## config.mk

```make
export PLATFORM = sky130hd
export DESIGN_NAME = line_edit_buffer_flat
export DESIGN_NICKNAME = d
export VERILOG_FILES = /design/src/hw/rtl/leb_pkg.sv /design/src/hw/rtl/leb_ifs.sv /design/src/hw/rtl/leb_line_ram.sv /design/src/hw/rtl/line_edit_buffer.sv /design/src/flat_wrapper.sv
export SDC_FILE = /design/constraint.sdc
export NUM_CORES = 2
export LEC_CHECK = 0
export ABC_CLOCK_PERIOD_IN_PS = 11590
export BUFFER_PORTS_ARGS = -buffer_cell sky130_fd_sc_hd__clkbuf_2
export CAP_MARGIN = 10
export CORE_MARGIN = 5
export CORE_UTILIZATION = 57
export CTS_CLUSTER_DIAMETER = 200
export DETAILED_ROUTE_END_ITERATION = 8
export PLACE_DENSITY = 0.76
export SYNTH_ARGS = -nofsm -noshare
export SYNTH_HDL_FRONTEND = slang
export SYNTH_HIERARCHICAL = 1
export SYNTH_SLANG_ARGS = --single-unit
```

## constraint.sdc

```tcl
create_clock -name clk -period 11.59 [get_ports clk]
set_clock_uncertainty 0.15 [all_clocks]
set_input_delay 2.318 -clock clk [delete_from_list [all_inputs] [get_ports clk]]
set_output_delay 2.318 -clock clk [all_outputs]
set_load 0.02 [all_outputs]
```

## src/hw/rtl/leb_pkg.sv

```systemverilog
// ----------------------------------------------------------------------------
// leb_pkg
// Shared widths, request codes and register map of the line edit buffer.
// ----------------------------------------------------------------------------
package leb_pkg;

	// fixed line capacity; column and length fields follow from it
	localparam int LINE_CAPACITY = 256;

	localparam int REQ_W  = 3;
	localparam int CHAR_W = 8;
	localparam int POS_W  = $clog2(LINE_CAPACITY + 1);

	localparam logic [CHAR_W-1:0] BLANK_CHAR = 8'h20;

	// request codes; codes 5..7 are refused
	typedef enum logic [REQ_W-1:0] {
		REQ_INSERT     = 3'd0,
		REQ_OVERWRITE  = 3'd1,
		REQ_DELETE     = 3'd2,
		REQ_SET_CURSOR = 3'd3,
		REQ_READ       = 3'd4
	} req_code_t;

	// APB register map: one 32-bit register per word
	localparam int APB_ADDR_W = 3;
	localparam int APB_DATA_W = 32;

	// register index = paddr[APB_ADDR_W-1]
	localparam logic REG_READ_ONLY = 1'b0;

endpackage

```

## src/hw/rtl/leb_ifs.sv

```systemverilog
// ----------------------------------------------------------------------------
// leb_req_if / leb_rsp_if
// Valid/ready channels for edit requests and their results.
// ----------------------------------------------------------------------------
interface leb_req_if import leb_pkg::*; ();
	logic              valid;
	logic              ready;
	logic [REQ_W-1:0]  req_type;
	logic [CHAR_W-1:0] char_in;
	logic [POS_W-1:0]  position;

	modport source (output valid, req_type, char_in, position, input ready);
	modport sink (input valid, req_type, char_in, position, output ready);
endinterface

interface leb_rsp_if import leb_pkg::*; ();
	logic              valid;
	logic              ready;
	logic              ok;
	logic [CHAR_W-1:0] char_out;
	logic [POS_W-1:0]  cursor_out;
	logic [POS_W-1:0]  length_out;

	modport source (output valid, ok, char_out, cursor_out, length_out, input ready);
	modport sink (input valid, ok, char_out, cursor_out, length_out, output ready);
endinterface

```

## src/hw/rtl/leb_line_ram.sv

```systemverilog
// ----------------------------------------------------------------------------
// leb_line_ram
// Character store: one write port, one read port, registered read data.
// ----------------------------------------------------------------------------
module leb_line_ram import leb_pkg::*; #(
	parameter int DEPTH = 256,
	parameter int AW    = 8
) (
	input  logic              clk,
	input  logic              wr_en,
	input  logic [AW-1:0]     wr_addr,
	input  logic [CHAR_W-1:0] wr_data,
	input  logic              rd_en,
	input  logic [AW-1:0]     rd_addr,
	output logic [CHAR_W-1:0] rd_data
);

	logic [CHAR_W-1:0] mem [DEPTH];

	always_ff @(posedge clk) begin
		if (wr_en) begin
			mem[wr_addr] <= wr_data;
		end
	end

	// read data holds until the next read
	always_ff @(posedge clk) begin
		if (rd_en) begin
			rd_data <= mem[rd_addr];
		end
	end

endmodule

```

## src/hw/rtl/line_edit_buffer.sv

```systemverilog
// ----------------------------------------------------------------------------
// line_edit_buffer
// Single-line text edit buffer with a cursor column, built around one
// character memory and a small sequencer.
// ----------------------------------------------------------------------------
// The block takes one request item at a time and returns exactly one result
// item for it. Cursor moves, reads, refused edits and an overwrite inside
// the line go from idle straight to the commit state. An insert inside the
// line and a delete move the tail one character per cycle through the line
// memory's single write port; an insert with the cursor at the end of the
// line and a delete of the last character have no tail to move. An insert
// past the end pads the gap with spaces at one cell per cycle. The commit
// state loads the result into the output register and waits while that
// register is full. A new request is taken as soon as the sequencer is back
// in idle, even while the previous result still waits in the output
// register. There is no clearing pass after reset: every cell at or past
// the current length reads as a space by a compare against the length, and
// every cell below the length has been written since reset.
// read_only is bit 0 at paddr[2] == 0; writes elsewhere are ignored.
// ----------------------------------------------------------------------------
module line_edit_buffer import leb_pkg::*; (
	input  logic                  clk,
	input  logic                  arst_n,
	leb_req_if.sink               req,
	leb_rsp_if.source             rsp,
	input  logic                  psel,
	input  logic                  penable,
	input  logic                  pwrite,
	input  logic [APB_ADDR_W-1:0] paddr,
	input  logic [APB_DATA_W-1:0] pwdata,
	output logic [APB_DATA_W-1:0] prdata,
	output logic                  pready
);

	// CW holds 0..LINE_CAPACITY, AW indexes the memory
	localparam int CW = $clog2(LINE_CAPACITY + 1);
	localparam int AW = $clog2(LINE_CAPACITY);
	localparam int XW = ((CW > POS_W) ? CW : POS_W) + 1;

	typedef enum logic [3:0] {
		ST_IDLE = 4'b0001,
		ST_PAD  = 4'b0010,  // fill gap with spaces, then the character
		ST_MOVE = 4'b0100,  // shift tail right (insert) or left (delete)
		ST_FIN  = 4'b1000   // wait for the output register, commit
	} state_t;

	state_t state_q, state_d;

	// architectural state
	logic [CW-1:0] len_q;
	logic [CW-1:0] cur_q;
	logic          ro_q;

	// per-request working registers
	logic [CHAR_W-1:0] ch_q;
	logic              ok_q;
	logic [CW-1:0]     new_len_q;
	logic [CW-1:0]     new_cur_q;
	logic              from_mem_q;  // result char comes from the memory read
	logic              blank_q;     // read past the end: result is a space
	logic              right_q;     // shift direction
	logic              ins_q;       // store the character after the shift
	logic [CW-1:0]     rem_q;       // tail reads still to issue
	logic [AW-1:0]     ptr_q;       // read pointer (move) / write pointer (pad)

	// one move in flight: read issued last cycle, write this cycle
	logic          wpend_s1;
	logic [AW-1:0] waddr_s1;

	// result register
	logic              rsp_valid_q;
	logic              rsp_ok_q;
	logic [CHAR_W-1:0] rsp_char_q;
	logic [POS_W-1:0]  rsp_cur_q;
	logic [POS_W-1:0]  rsp_len_q;

	// memory ports
	logic              mem_wr_en;
	logic [AW-1:0]     mem_wr_addr;
	logic [CHAR_W-1:0] mem_wr_data;
	logic              mem_rd_en;
	logic [AW-1:0]     mem_rd_addr;
	logic [CHAR_W-1:0] mem_rd_data;

	leb_line_ram #(
		.DEPTH (LINE_CAPACITY),
		.AW    (AW)
	) u_ram (
		.clk     (clk),
		.wr_en   (mem_wr_en),
		.wr_addr (mem_wr_addr),
		.wr_data (mem_wr_data),
		.rd_en   (mem_rd_en),
		.rd_addr (mem_rd_addr),
		.rd_data (mem_rd_data)
	);

	// ------------------------------------------------------------------
	// Request decode (evaluated in idle)
	// ------------------------------------------------------------------
	logic          req_fire;
	logic          past_end;
	logic [CW-1:0] top;
	logic [CW-1:0] cur_inc;
	logic          ins_fits;
	logic          do_ins;
	logic [XW-1:0] pos_x;
	logic [XW-1:0] cap_x;

	logic          dec_ok;
	logic [CW-1:0] dec_len;
	logic [CW-1:0] dec_cur;
	state_t        dec_state;
	logic          dec_right;
	logic          dec_ins;
	logic [CW-1:0] dec_rem;
	logic [AW-1:0] dec_ptr;
	logic          dec_wr;     // overwrite inside the line: write at once
	logic          dec_rd;     // read request inside the line
	logic          dec_blank;

	assign req_fire = (state_q == ST_IDLE) && req.valid;
	assign past_end = cur_q > len_q;
	assign top      = past_end ? cur_q : len_q;
	assign cur_inc  = cur_q + CW'(1);
	assign ins_fits = top < CW'(LINE_CAPACITY);
	assign do_ins   = !ro_q && ins_fits
		&& ((req.req_type == REQ_INSERT) || past_end);
	assign pos_x    = XW'(req.position);
	assign cap_x    = XW'(LINE_CAPACITY);

	always_comb begin
		dec_ok    = 1'b0;
		dec_len   = len_q;
		dec_cur   = cur_q;
		dec_state = ST_FIN;
		dec_right = 1'b0;
		dec_ins   = 1'b0;
		dec_rem   = '0;
		dec_ptr   = '0;
		dec_wr    = 1'b0;
		dec_rd    = 1'b0;
		dec_blank = 1'b0;
		unique case (req.req_type) inside
			REQ_INSERT, REQ_OVERWRITE: begin
				if (do_ins) begin
					dec_ok  = 1'b1;
					dec_cur = cur_inc;
					dec_len = top + CW'(1);
					dec_ins = 1'b1;
					if (past_end) begin
						dec_state = ST_PAD;
						dec_ptr   = AW'(len_q);
					end else begin
						dec_state = ST_MOVE;
						dec_right = 1'b1;
						dec_rem   = len_q - cur_q;
						dec_ptr   = AW'(len_q - CW'(1));
					end
				end else if ((req.req_type == REQ_OVERWRITE) && !ro_q && !past_end
						&& (cur_q < CW'(LINE_CAPACITY))) begin
					dec_ok  = 1'b1;
					dec_wr  = 1'b1;
					dec_cur = cur_inc;
					dec_len = (cur_inc > len_q) ? cur_inc : len_q;
				end
			end
			REQ_DELETE: begin
				if (!ro_q && (cur_q < len_q)) begin
					dec_ok    = 1'b1;
					dec_len   = len_q - CW'(1);
					dec_state = ST_MOVE;
					dec_rem   = len_q - cur_q - CW'(1);
					dec_ptr   = AW'(cur_inc);
				end
			end
			REQ_SET_CURSOR: begin
				dec_ok  = 1'b1;
				dec_cur = (pos_x > cap_x) ? CW'(LINE_CAPACITY) : CW'(req.position);
			end
			REQ_READ: begin
				if (pos_x < cap_x) begin
					dec_ok = 1'b1;
					// cells at or past the length are always spaces
					if (pos_x < XW'(len_q)) begin
						dec_rd = 1'b1;
					end else begin
						dec_blank = 1'b1;
					end
				end
			end
			default: begin
			end
		endcase
	end

	// ------------------------------------------------------------------
	// Sequencer
	// ------------------------------------------------------------------
	logic move_issue;
	logic move_done;
	logic pad_last;
	logic out_free;

	assign move_issue = (state_q == ST_MOVE) && (rem_q != '0);
	assign move_done  = (state_q == ST_MOVE) && (rem_q == '0) && !wpend_s1;
	assign pad_last   = ptr_q == AW'(cur_q);
	assign out_free   = !rsp_valid_q || rsp.ready;

	always_comb begin
		state_d = state_q;
		unique case (state_q)
			ST_IDLE: begin
				if (req.valid) begin
					state_d = dec_state;
				end
			end
			ST_PAD: begin
				if (pad_last) begin
					state_d = ST_FIN;
				end
			end
			ST_MOVE: begin
				if (move_done) begin
					state_d = ST_FIN;
				end
			end
			ST_FIN: begin
				if (out_free) begin
					state_d = ST_IDLE;
				end
			end
			default: begin
				state_d = ST_IDLE;
			end
		endcase
	end

	// memory port selection
	always_comb begin
		mem_rd_en   = 1'b0;
		mem_rd_addr = ptr_q;
		mem_wr_en   = 1'b0;
		mem_wr_addr = AW'(cur_q);
		mem_wr_data = ch_q;
		if (req_fire && dec_rd) begin
			mem_rd_en   = 1'b1;
			mem_rd_addr = AW'(req.position);
		end else if (move_issue) begin
			mem_rd_en = 1'b1;
		end

		if (req_fire && dec_wr) begin
			mem_wr_en   = 1'b1;
			mem_wr_data = req.char_in;
		end else if (state_q == ST_PAD) begin
			mem_wr_en   = 1'b1;
			mem_wr_addr = ptr_q;
			mem_wr_data = pad_last ? ch_q : BLANK_CHAR;
		end else if ((state_q == ST_MOVE) && wpend_s1) begin
			mem_wr_en   = 1'b1;
			mem_wr_addr = waddr_s1;
			mem_wr_data = mem_rd_data;
		end else if (move_done && ins_q) begin
			// character lands in the freed cell at the cursor
			mem_wr_en = 1'b1;
		end
	end

	// control registers
	always_ff @(posedge clk or negedge arst_n) begin
		if (!arst_n) begin
			state_q     <= ST_IDLE;
			len_q       <= '0;
			cur_q       <= '0;
			ro_q        <= 1'b0;
			rem_q       <= '0;
			wpend_s1    <= 1'b0;
			rsp_valid_q <= 1'b0;
		end else begin
			state_q <= state_d;

			if (psel && penable && pwrite && (paddr[APB_ADDR_W-1] == REG_READ_ONLY)) begin
				ro_q <= pwdata[0];
			end

			if (req_fire) begin
				rem_q <= dec_rem;
			end else if (move_issue) begin
				rem_q <= rem_q - CW'(1);
			end

			wpend_s1 <= move_issue;

			if ((state_q == ST_FIN) && out_free) begin
				len_q       <= new_len_q;
				cur_q       <= new_cur_q;
				rsp_valid_q <= 1'b1;
			end else if (rsp.ready) begin
				rsp_valid_q <= 1'b0;
			end
		end
	end

	// working and result payload
	always_ff @(posedge clk) begin
		if (req_fire) begin
			ch_q       <= req.char_in;
			ok_q       <= dec_ok;
			new_len_q  <= dec_len;
			new_cur_q  <= dec_cur;
			from_mem_q <= dec_rd;
			blank_q    <= dec_blank;
			right_q    <= dec_right;
			ins_q      <= dec_ins;
			ptr_q      <= dec_ptr;
		end else if (state_q == ST_PAD) begin
			ptr_q <= ptr_q + AW'(1);
		end else if (move_issue) begin
			ptr_q <= right_q ? (ptr_q - AW'(1)) : (ptr_q + AW'(1));
		end

		if (move_issue) begin
			waddr_s1 <= right_q ? (ptr_q + AW'(1)) : (ptr_q - AW'(1));
		end

		if ((state_q == ST_FIN) && out_free) begin
			rsp_ok_q  <= ok_q;
			rsp_char_q <= from_mem_q ? mem_rd_data : (blank_q ? BLANK_CHAR : '0);
			rsp_cur_q <= POS_W'(new_cur_q);
			rsp_len_q <= POS_W'(new_len_q);
		end
	end

	// ------------------------------------------------------------------
	// Ports
	// ------------------------------------------------------------------
	assign req.ready      = (state_q == ST_IDLE);
	assign rsp.valid      = rsp_valid_q;
	assign rsp.ok         = rsp_ok_q;
	assign rsp.char_out   = rsp_char_q;
	assign rsp.cursor_out = rsp_cur_q;
	assign rsp.length_out = rsp_len_q;

	assign pready = 1'b1;
	assign prdata = (paddr[APB_ADDR_W-1] == REG_READ_ONLY) ? APB_DATA_W'(ro_q) : '0;

endmodule

```

## src/flat_wrapper.sv

```systemverilog
// flat-port wrapper written by rule: the top's interface ports become plain ports
module line_edit_buffer_flat import leb_pkg::*;
  (clk, arst_n, psel, penable, pwrite, paddr, pwdata, prdata, pready, req_valid, req_req_type, req_char_in, req_position, req_ready, rsp_valid, rsp_ok, rsp_char_out, rsp_cursor_out, rsp_length_out, rsp_ready);
  leb_req_if req_i ();
  leb_rsp_if rsp_i ();
  input  logic clk;
  input  logic arst_n;
  input  logic psel;
  input  logic penable;
  input  logic pwrite;
  input  logic [APB_ADDR_W-1:0] paddr;
  input  logic [APB_DATA_W-1:0] pwdata;
  output logic [APB_DATA_W-1:0] prdata;
  output logic pready;
  input wire logic [$bits(req_i.valid)-1:0] req_valid;
  input wire logic [$bits(req_i.req_type)-1:0] req_req_type;
  input wire logic [$bits(req_i.char_in)-1:0] req_char_in;
  input wire logic [$bits(req_i.position)-1:0] req_position;
  output wire logic [$bits(req_i.ready)-1:0] req_ready;
  output wire logic [$bits(rsp_i.valid)-1:0] rsp_valid;
  output wire logic [$bits(rsp_i.ok)-1:0] rsp_ok;
  output wire logic [$bits(rsp_i.char_out)-1:0] rsp_char_out;
  output wire logic [$bits(rsp_i.cursor_out)-1:0] rsp_cursor_out;
  output wire logic [$bits(rsp_i.length_out)-1:0] rsp_length_out;
  input wire logic [$bits(rsp_i.ready)-1:0] rsp_ready;
  assign req_i.valid = req_valid;
  assign req_i.req_type = req_req_type;
  assign req_i.char_in = req_char_in;
  assign req_i.position = req_position;
  assign req_ready = req_i.ready;
  assign rsp_valid = rsp_i.valid;
  assign rsp_ok = rsp_i.ok;
  assign rsp_char_out = rsp_i.char_out;
  assign rsp_cursor_out = rsp_i.cursor_out;
  assign rsp_length_out = rsp_i.length_out;
  assign rsp_i.ready = rsp_ready;
  line_edit_buffer u_core (.clk(clk), .arst_n(arst_n), .req(req_i), .rsp(rsp_i), .psel(psel), .penable(penable), .pwrite(pwrite), .paddr(paddr), .pwdata(pwdata), .prdata(prdata), .pready(pready));
endmodule
```

After elaboration in Yosys (flattened, before gate mapping)
Memories as Yosys holds them, arrays and structs flattened. A register that Yosys moved wholly into a read port is not among the register bits. Cells that the tools add are included.

Reductions and logical operators: 34. Bitwise logic cells: 1. Equality and inequality tests: 13. $add $sub $neg: 8. Mux-type cells: 68. Order comparisons: 8.

Operators by type and width (number): two-way mux 8 bit (17); two-way mux 9 bit (13); case mux 9 bit (2 select lines) (3); < comparator 9 bit, second input constant (3); subtractor 9 x 1 -> 9 bit, second input constant (3); two-way mux 4 bit (6); two-way mux 1 bit (23); adder 9 x 1 -> 9 bit, second input constant (2); greater-than comparator 9 bit (2); logical AND 1 bit (18); < comparator 9 bit (2); case mux 4 bit (4 select lines) (1); case mux 8 bit (2 select lines) (1); greater-than comparator 9 bit, second input constant (1); zero test 9 bit (1); nonzero test 9 bit (1); subtractor 9 bit (1); adder 8 x 1 -> 8 bit, second input constant (1); equality test 8 bit (1); case mux 4 bit (2 select lines) (1); subtractor 8 x 1 -> 8 bit, second input constant (1); equality test 3 x 2 -> 1 bit, second input constant (2); two-way mux 6 bit (1); inequality test 2 x 1 -> 1 bit, second input constant (3); 18 further kinds (24).

Output and inout port bits: 62. RAM bits: 2048. Register bits after elaboration: 108. Memories kept: 1. Word-level logic and storage cells: 154. Bits of input ports: 62.

Memory list: u_core.u_ram.mem (depth 256, bits a word 8, read ports 1, clocked after Yosys merged registers in 1, wr ports 1, line leb_line_ram.sv:18) `logic [CHAR_W-1:0] mem [DEPTH];`.

Longest topological paths before layout
Word-level depth: 11. Gate-level depth with buffers: 19. Depth with buffers taken out: 14.

Modules after synthesis
The synthesis kept the hierarchy.

By module, submodules not included: leb_line_ram (cells each 3733, sequential area each 61739.2 µm², area each 79636.4 µm², instances 1); line_edit_buffer (cells each 796, sequential area each 3074.2 µm², area each 7500.9 µm², instances 1).

Least setup slack after synthesis
No wires, ideal clock.

Path kind: in2reg. From: input req_valid. To: memory u_core.u_ram.mem[0][4], data pin. Buffers on the path: 1. Data required time: 9861 ps. Slack: -1170 ps. Setup time: 1579 ps. Stages on the path: 6. Arrival: 11031 ps. Cell sequence: nand2_1 clkinv_1 nand4_1 clkbuf_1 nor2_1 a21oi_1.

Cells in the longest elaborated chain, start to end: 3.

RTL lines: from (decl) (line flat_wrapper.sv:15) `input wire logic [$bits(req_i.valid)-1:0] req_valid;`; logical AND 1 bit (line line_edit_buffer.sv:122) `assign req_fire = (state_q == ST_IDLE) && req.valid;`; net u_core.req_fire (line line_edit_buffer.sv:101) `logic req_fire;`; logical AND 1 bit (line line_edit_buffer.sv:253) `if (req_fire && dec_wr) begin`; two-way mux 8 bit (line line_edit_buffer.sv:253); net u_core.mem_wr_data[4] (line line_edit_buffer.sv:80) `logic [CHAR_W-1:0] mem_wr_data;`; to (decl) (line leb_line_ram.sv:18).

The timed path passes the listed nets, and every way through them passes these cells.

Final worst setup path
From: input req_req_type[0]. To: register u_core.u_ram.rd_data[3], read port of u_core.u_ram.mem, data pin.

Cells in the longest elaborated chain, start to end: 4. Elaborated cells between the ends (all ways): 5. Classes of those cells: eq/ne: 1; mux: 3; reduce/logical: 1.

RTL lines: from (decl) (line flat_wrapper.sv:16) `input wire logic [$bits(req_i.req_type)-1:0] req_req_type;`; equality test 3 bit (no source line); two-way mux 1 bit (line line_edit_buffer.sv:144) `unique case (req.req_type) inside`; logical AND 1 bit (line line_edit_buffer.sv:246) `if (req_fire && dec_rd) begin`; two-way mux 8 bit (line line_edit_buffer.sv:246); net u_core.mem_rd_addr[3] (line line_edit_buffer.sv:82) `logic [AW-1:0] mem_rd_addr;`; to (decl) (line leb_line_ram.sv:15) `output logic [CHAR_W-1:0] rd_data`.

The timed path passes the listed nets, and every way through them passes these cells. A chain may end at the register's enable or synchronous reset.

==> impl_metrics.env <==
export IMPL_fmax_mhz=127
export IMPL_clock_latency_ns=0.85
export IMPL_vias=45800
export IMPL_final_common_cell="edfxtp_1"
export IMPL_hp_class="register to register"
export IMPL_clockBufferDepth=3
export IMPL_grt_pass1_vias=45200
export IMPL_grt_pass1_wl_mm=306
export IMPL_rows=143
export IMPL_antenna_found_initial=3
export IMPL_slowest_delay_ns=0.87
export IMPL_final_cells=6802
export IMPL_cts_inserted_buffers=204
export IMPL_yosysWarningCount=6
export IMPL_post_cts_buffers=0
export IMPL_start_util=0.574
export IMPL_synthDistinctLibCells=93
export IMPL_fin_ws_ns=3.71
export IMPL_multi_input_area_mm2=0.0207
export IMPL_gp_congestion=0.914
export IMPL_ys_seq_elements=2164
export IMPL_maxCapViolCount=0
export IMPL_path_clk_slew_ns=0.06
export IMPL_worst_pin_slew_ns=1.29
export IMPL_arrival_ns=8.29
export IMPL_crit_chain="clkbuf_2 > or4b_2 > nand2b_1 > nor2_1 > o21ai_0 > a21oi_2 > mux2_4 > buf_4 > nor2b_1 > nand2_1 > a311oi_1 > o221ai_1 > a211oi_1 > nor4_1"
export IMPL_final_cell_mix="edfxtp_1, mux4_2, nor2_1"
export IMPL_port_buffers=58
export IMPL_fp_dieW_um=401
export IMPL_detailedRoute_firstIterationViolations=6243
export IMPL_ios=124
export IMPL_cp_end_kind="register"
export IMPL_antenna_left=0
export IMPL_postSynthCellCount=4529
export IMPL_post_place_ws_ns=3.00
export IMPL_fp_dieH_um=401
export IMPL_outcome="complete, no violations"
export IMPL_power_density_mw_per_mm2=237
export IMPL_synth_edff_count=2130
export IMPL_syn_area_mm2=0.0871
export IMPL_slowest_stage="nor2b_1"
export IMPL_viasPerCell=6.73
export IMPL_rsz0062_at_grt="no"
export IMPL_cts_sinks=2164
export IMPL_vdd_drop_max_mv=0.167
export IMPL_crit_fanout=40
export IMPL_cpLargestDelayFamily="compound AO/OA/AOI/OAI gates"
export IMPL_p_leak_nw=29.9
export IMPL_synthFlopType="edfxtp_1"
export IMPL_slew_viol_final=0
export IMPL_layout_drive_gt1_share=0.198
export IMPL_min_period_over_period=0.680
export IMPL_cts_resized=0
export IMPL_cp_required_ns=12.00
export IMPL_grt_ovfl_total=0
export IMPL_setup_viol=0
export IMPL_regArea_mm2=0.0648
export IMPL_grt_start_max_net_pins=256
export IMPL_area_growth_pct=9.96
export IMPL_dr_pass1_iters=8
export IMPL_ys_async_sr_fraction=0.0157
export IMPL_hpwl_mm=120
export IMPL_fillers=9845
export IMPL_holdWs_ns=0.284
export IMPL_setup_worst_path_start_class="input pin"
export IMPL_layout_nets=4697
export IMPL_track_usage=0.258
export IMPL_yosysSeqAreaShare=0.744
export IMPL_finalCriticalPeriod_ns=7.88
export IMPL_slew_headroom=0.137
export IMPL_avgSynthCellArea_um2=19.2
export IMPL_dieArea_mm2=0.161
export IMPL_root_buffer="clkbuf_16"
export IMPL_drc_errors=0
export IMPL_cts_tree="yes"
export IMPL_drt_total_wl_mm=209
export IMPL_core_mm2=0.152
export IMPL_hold_viol=0
export IMPL_htree_levels=4
export IMPL_crit_buf_inv=2
export IMPL_post_drt_wl_per_cell_um=30.7
export IMPL_worstSetupPathType="input pin to register"
export IMPL_placedCellCount=6424
export IMPL_cts_hold_buffers=0
## synthesized netlist by cell type, drive strengths merged (24+ instances only)
| cell type | number | share of area |
|---|---|---|
| a22oi | 135 | 0.012 |
| nor4 | 33 | 0.0026 |
| a211oi | 24 | 0.0021 |
| mux4 | 456 | 0.12 |
| nand3 | 54 | 0.0031 |
| o22ai | 37 | 0.0027 |
| a21oi | 153 | 0.0088 |
| o211ai | 24 | 0.0021 |
| nor3 | 39 | 0.0022 |
| edfxtp | 2130 | 0.73 |
| xnor2 | 37 | 0.0037 |
| mux2i | 139 | 0.016 |
| nor2 | 332 | 0.014 |
| ha | 33 | 0.0047 |
| inv | 34 | 0.0015 |
| clkbuf | 142 | 0.0061 |
| nand2 | 99 | 0.0043 |
| buf | 159 | 0.015 |
| nor2b | 36 | 0.0026 |
| o221ai | 51 | 0.0052 |
| dfrtp | 33 | 0.0095 |
| o21ai | 64 | 0.0037 |
## metrics by stage
| step | setup TNS, ns | cell area (um^2) | util | power (mW) |
|---|---|---|---|---|
| 2_1_floorplan | -1714.06 | 87200 | - | 14.4 |
| 3_3_place_gp | 0 | 89300 | 0.588 | 16.1 |
| 3_5_place_dp | 0 | 89300 | 0.588 | 16.2 |
| 4_1_cts | 0 | 95800 | 0.631 | 22.7 |
| 5_1_grt | 0 | 95800 | 0.631 | 23.5 |
| 6_report | 0 | 95800 | 0.631 | 22.7 |
## worst paths after layout
path	slack, ns	from	depth (start not counted)	end
setup / recovery	3.71	req_req_type[0]	14	u_core/u_ram/rd_data[3]
hold / removal	0.28	u_core/ok_q	0	u_core/rsp.ok
setup reg to reg	4.77	u_core/len_q[1]	15	u_core/u_ram/rd_data[3]
hold reg to reg	0.28	u_core/ok_q	0	u_core/rsp.ok
max in group asynchronous	9.17	arst_n	1	u_core/len_q[1]
min in group asynchronous	1.50	arst_n	1	u_core/cur_q[3]
## flip-flops by register name, summed over array words and instances (netlist names), 8 cells and up
name / cells
u_core/rsp.cursor_out: 9
u_core/new_len_q: 9
u_core/waddr_s1: 8
u_core/new_cur_q: 9
u_core/rsp.length_out: 9
u_core/rsp.char_out: 8
u_core/u_ram/mem: 2048
u_core/rem_q: 9
u_core/u_ram/rd_data: 8
u_core/ptr_q: 8
u_core/cur_q: 9
u_core/ch_q: 8
u_core/len_q: 9
## cell type report
| type | count | area share |
|---|---|---|
| flip-flops and latches | 2164 | 0.676 |
| repair buffers | 137 | 0.0117 |
| clock inverters | 132 | 0.0127 |
| multi-input cells | 2057 | 0.216 |
| clock buffers | 244 | 0.0555 |
| diodes | 1 | 0.0000261 |
| well taps | 2030 | 0.0265 |
| inverters | 37 | 0.00145 |
## kinds of logic (layout without fill, tap and decap cells)
group	count (synthesis)	count (layout)	share of synthesized area
AOI/OAI and AO/OA	618	618	0.0492
muxes	608	608	0.136
and+or+nand+nor	710	710	0.0383
DFF	2164	2164	0.744
xor gates and xnor gates	55	55	0.00553
adders and majority gates	34	34	0.00497
other	2	33	0.0000862
buffers and inverters	338	550	0.0225
## power breakdown
group	switching (mW)	total (mW)	leakage, nW	internal (mW)
clock	2.86	6.52	3.18	3.66
combinational	4.28	6.71	7.16	2.43
sequential	0.168	9.46	19.6	9.29
## per-layer routing
| layer | vias up | GRT usage | wire length (um) |
|---|---|---|---|
| met5 | - | 0 | 0 |
| met4 | 0 | 0.0880 | 7730 |
| met3 | 454 | 0.0612 | 24600 |
| met2 | 3086 | 0.404 | 100000 |
| met1 | 23500 | 0.362 | 76500 |
| li1 | 18700 | - | - |
## worst reg2reg max path, delay by kind of cell (launching register included)
family	cells	cell delay (ns)
simple gates	3	1.10
flops	1	0.50
compound gates	8	2.99
fa+ha+maj	1	0.31
mux	1	0.67
buf+inv	2	0.84
(Power assumes the default switching activity.)
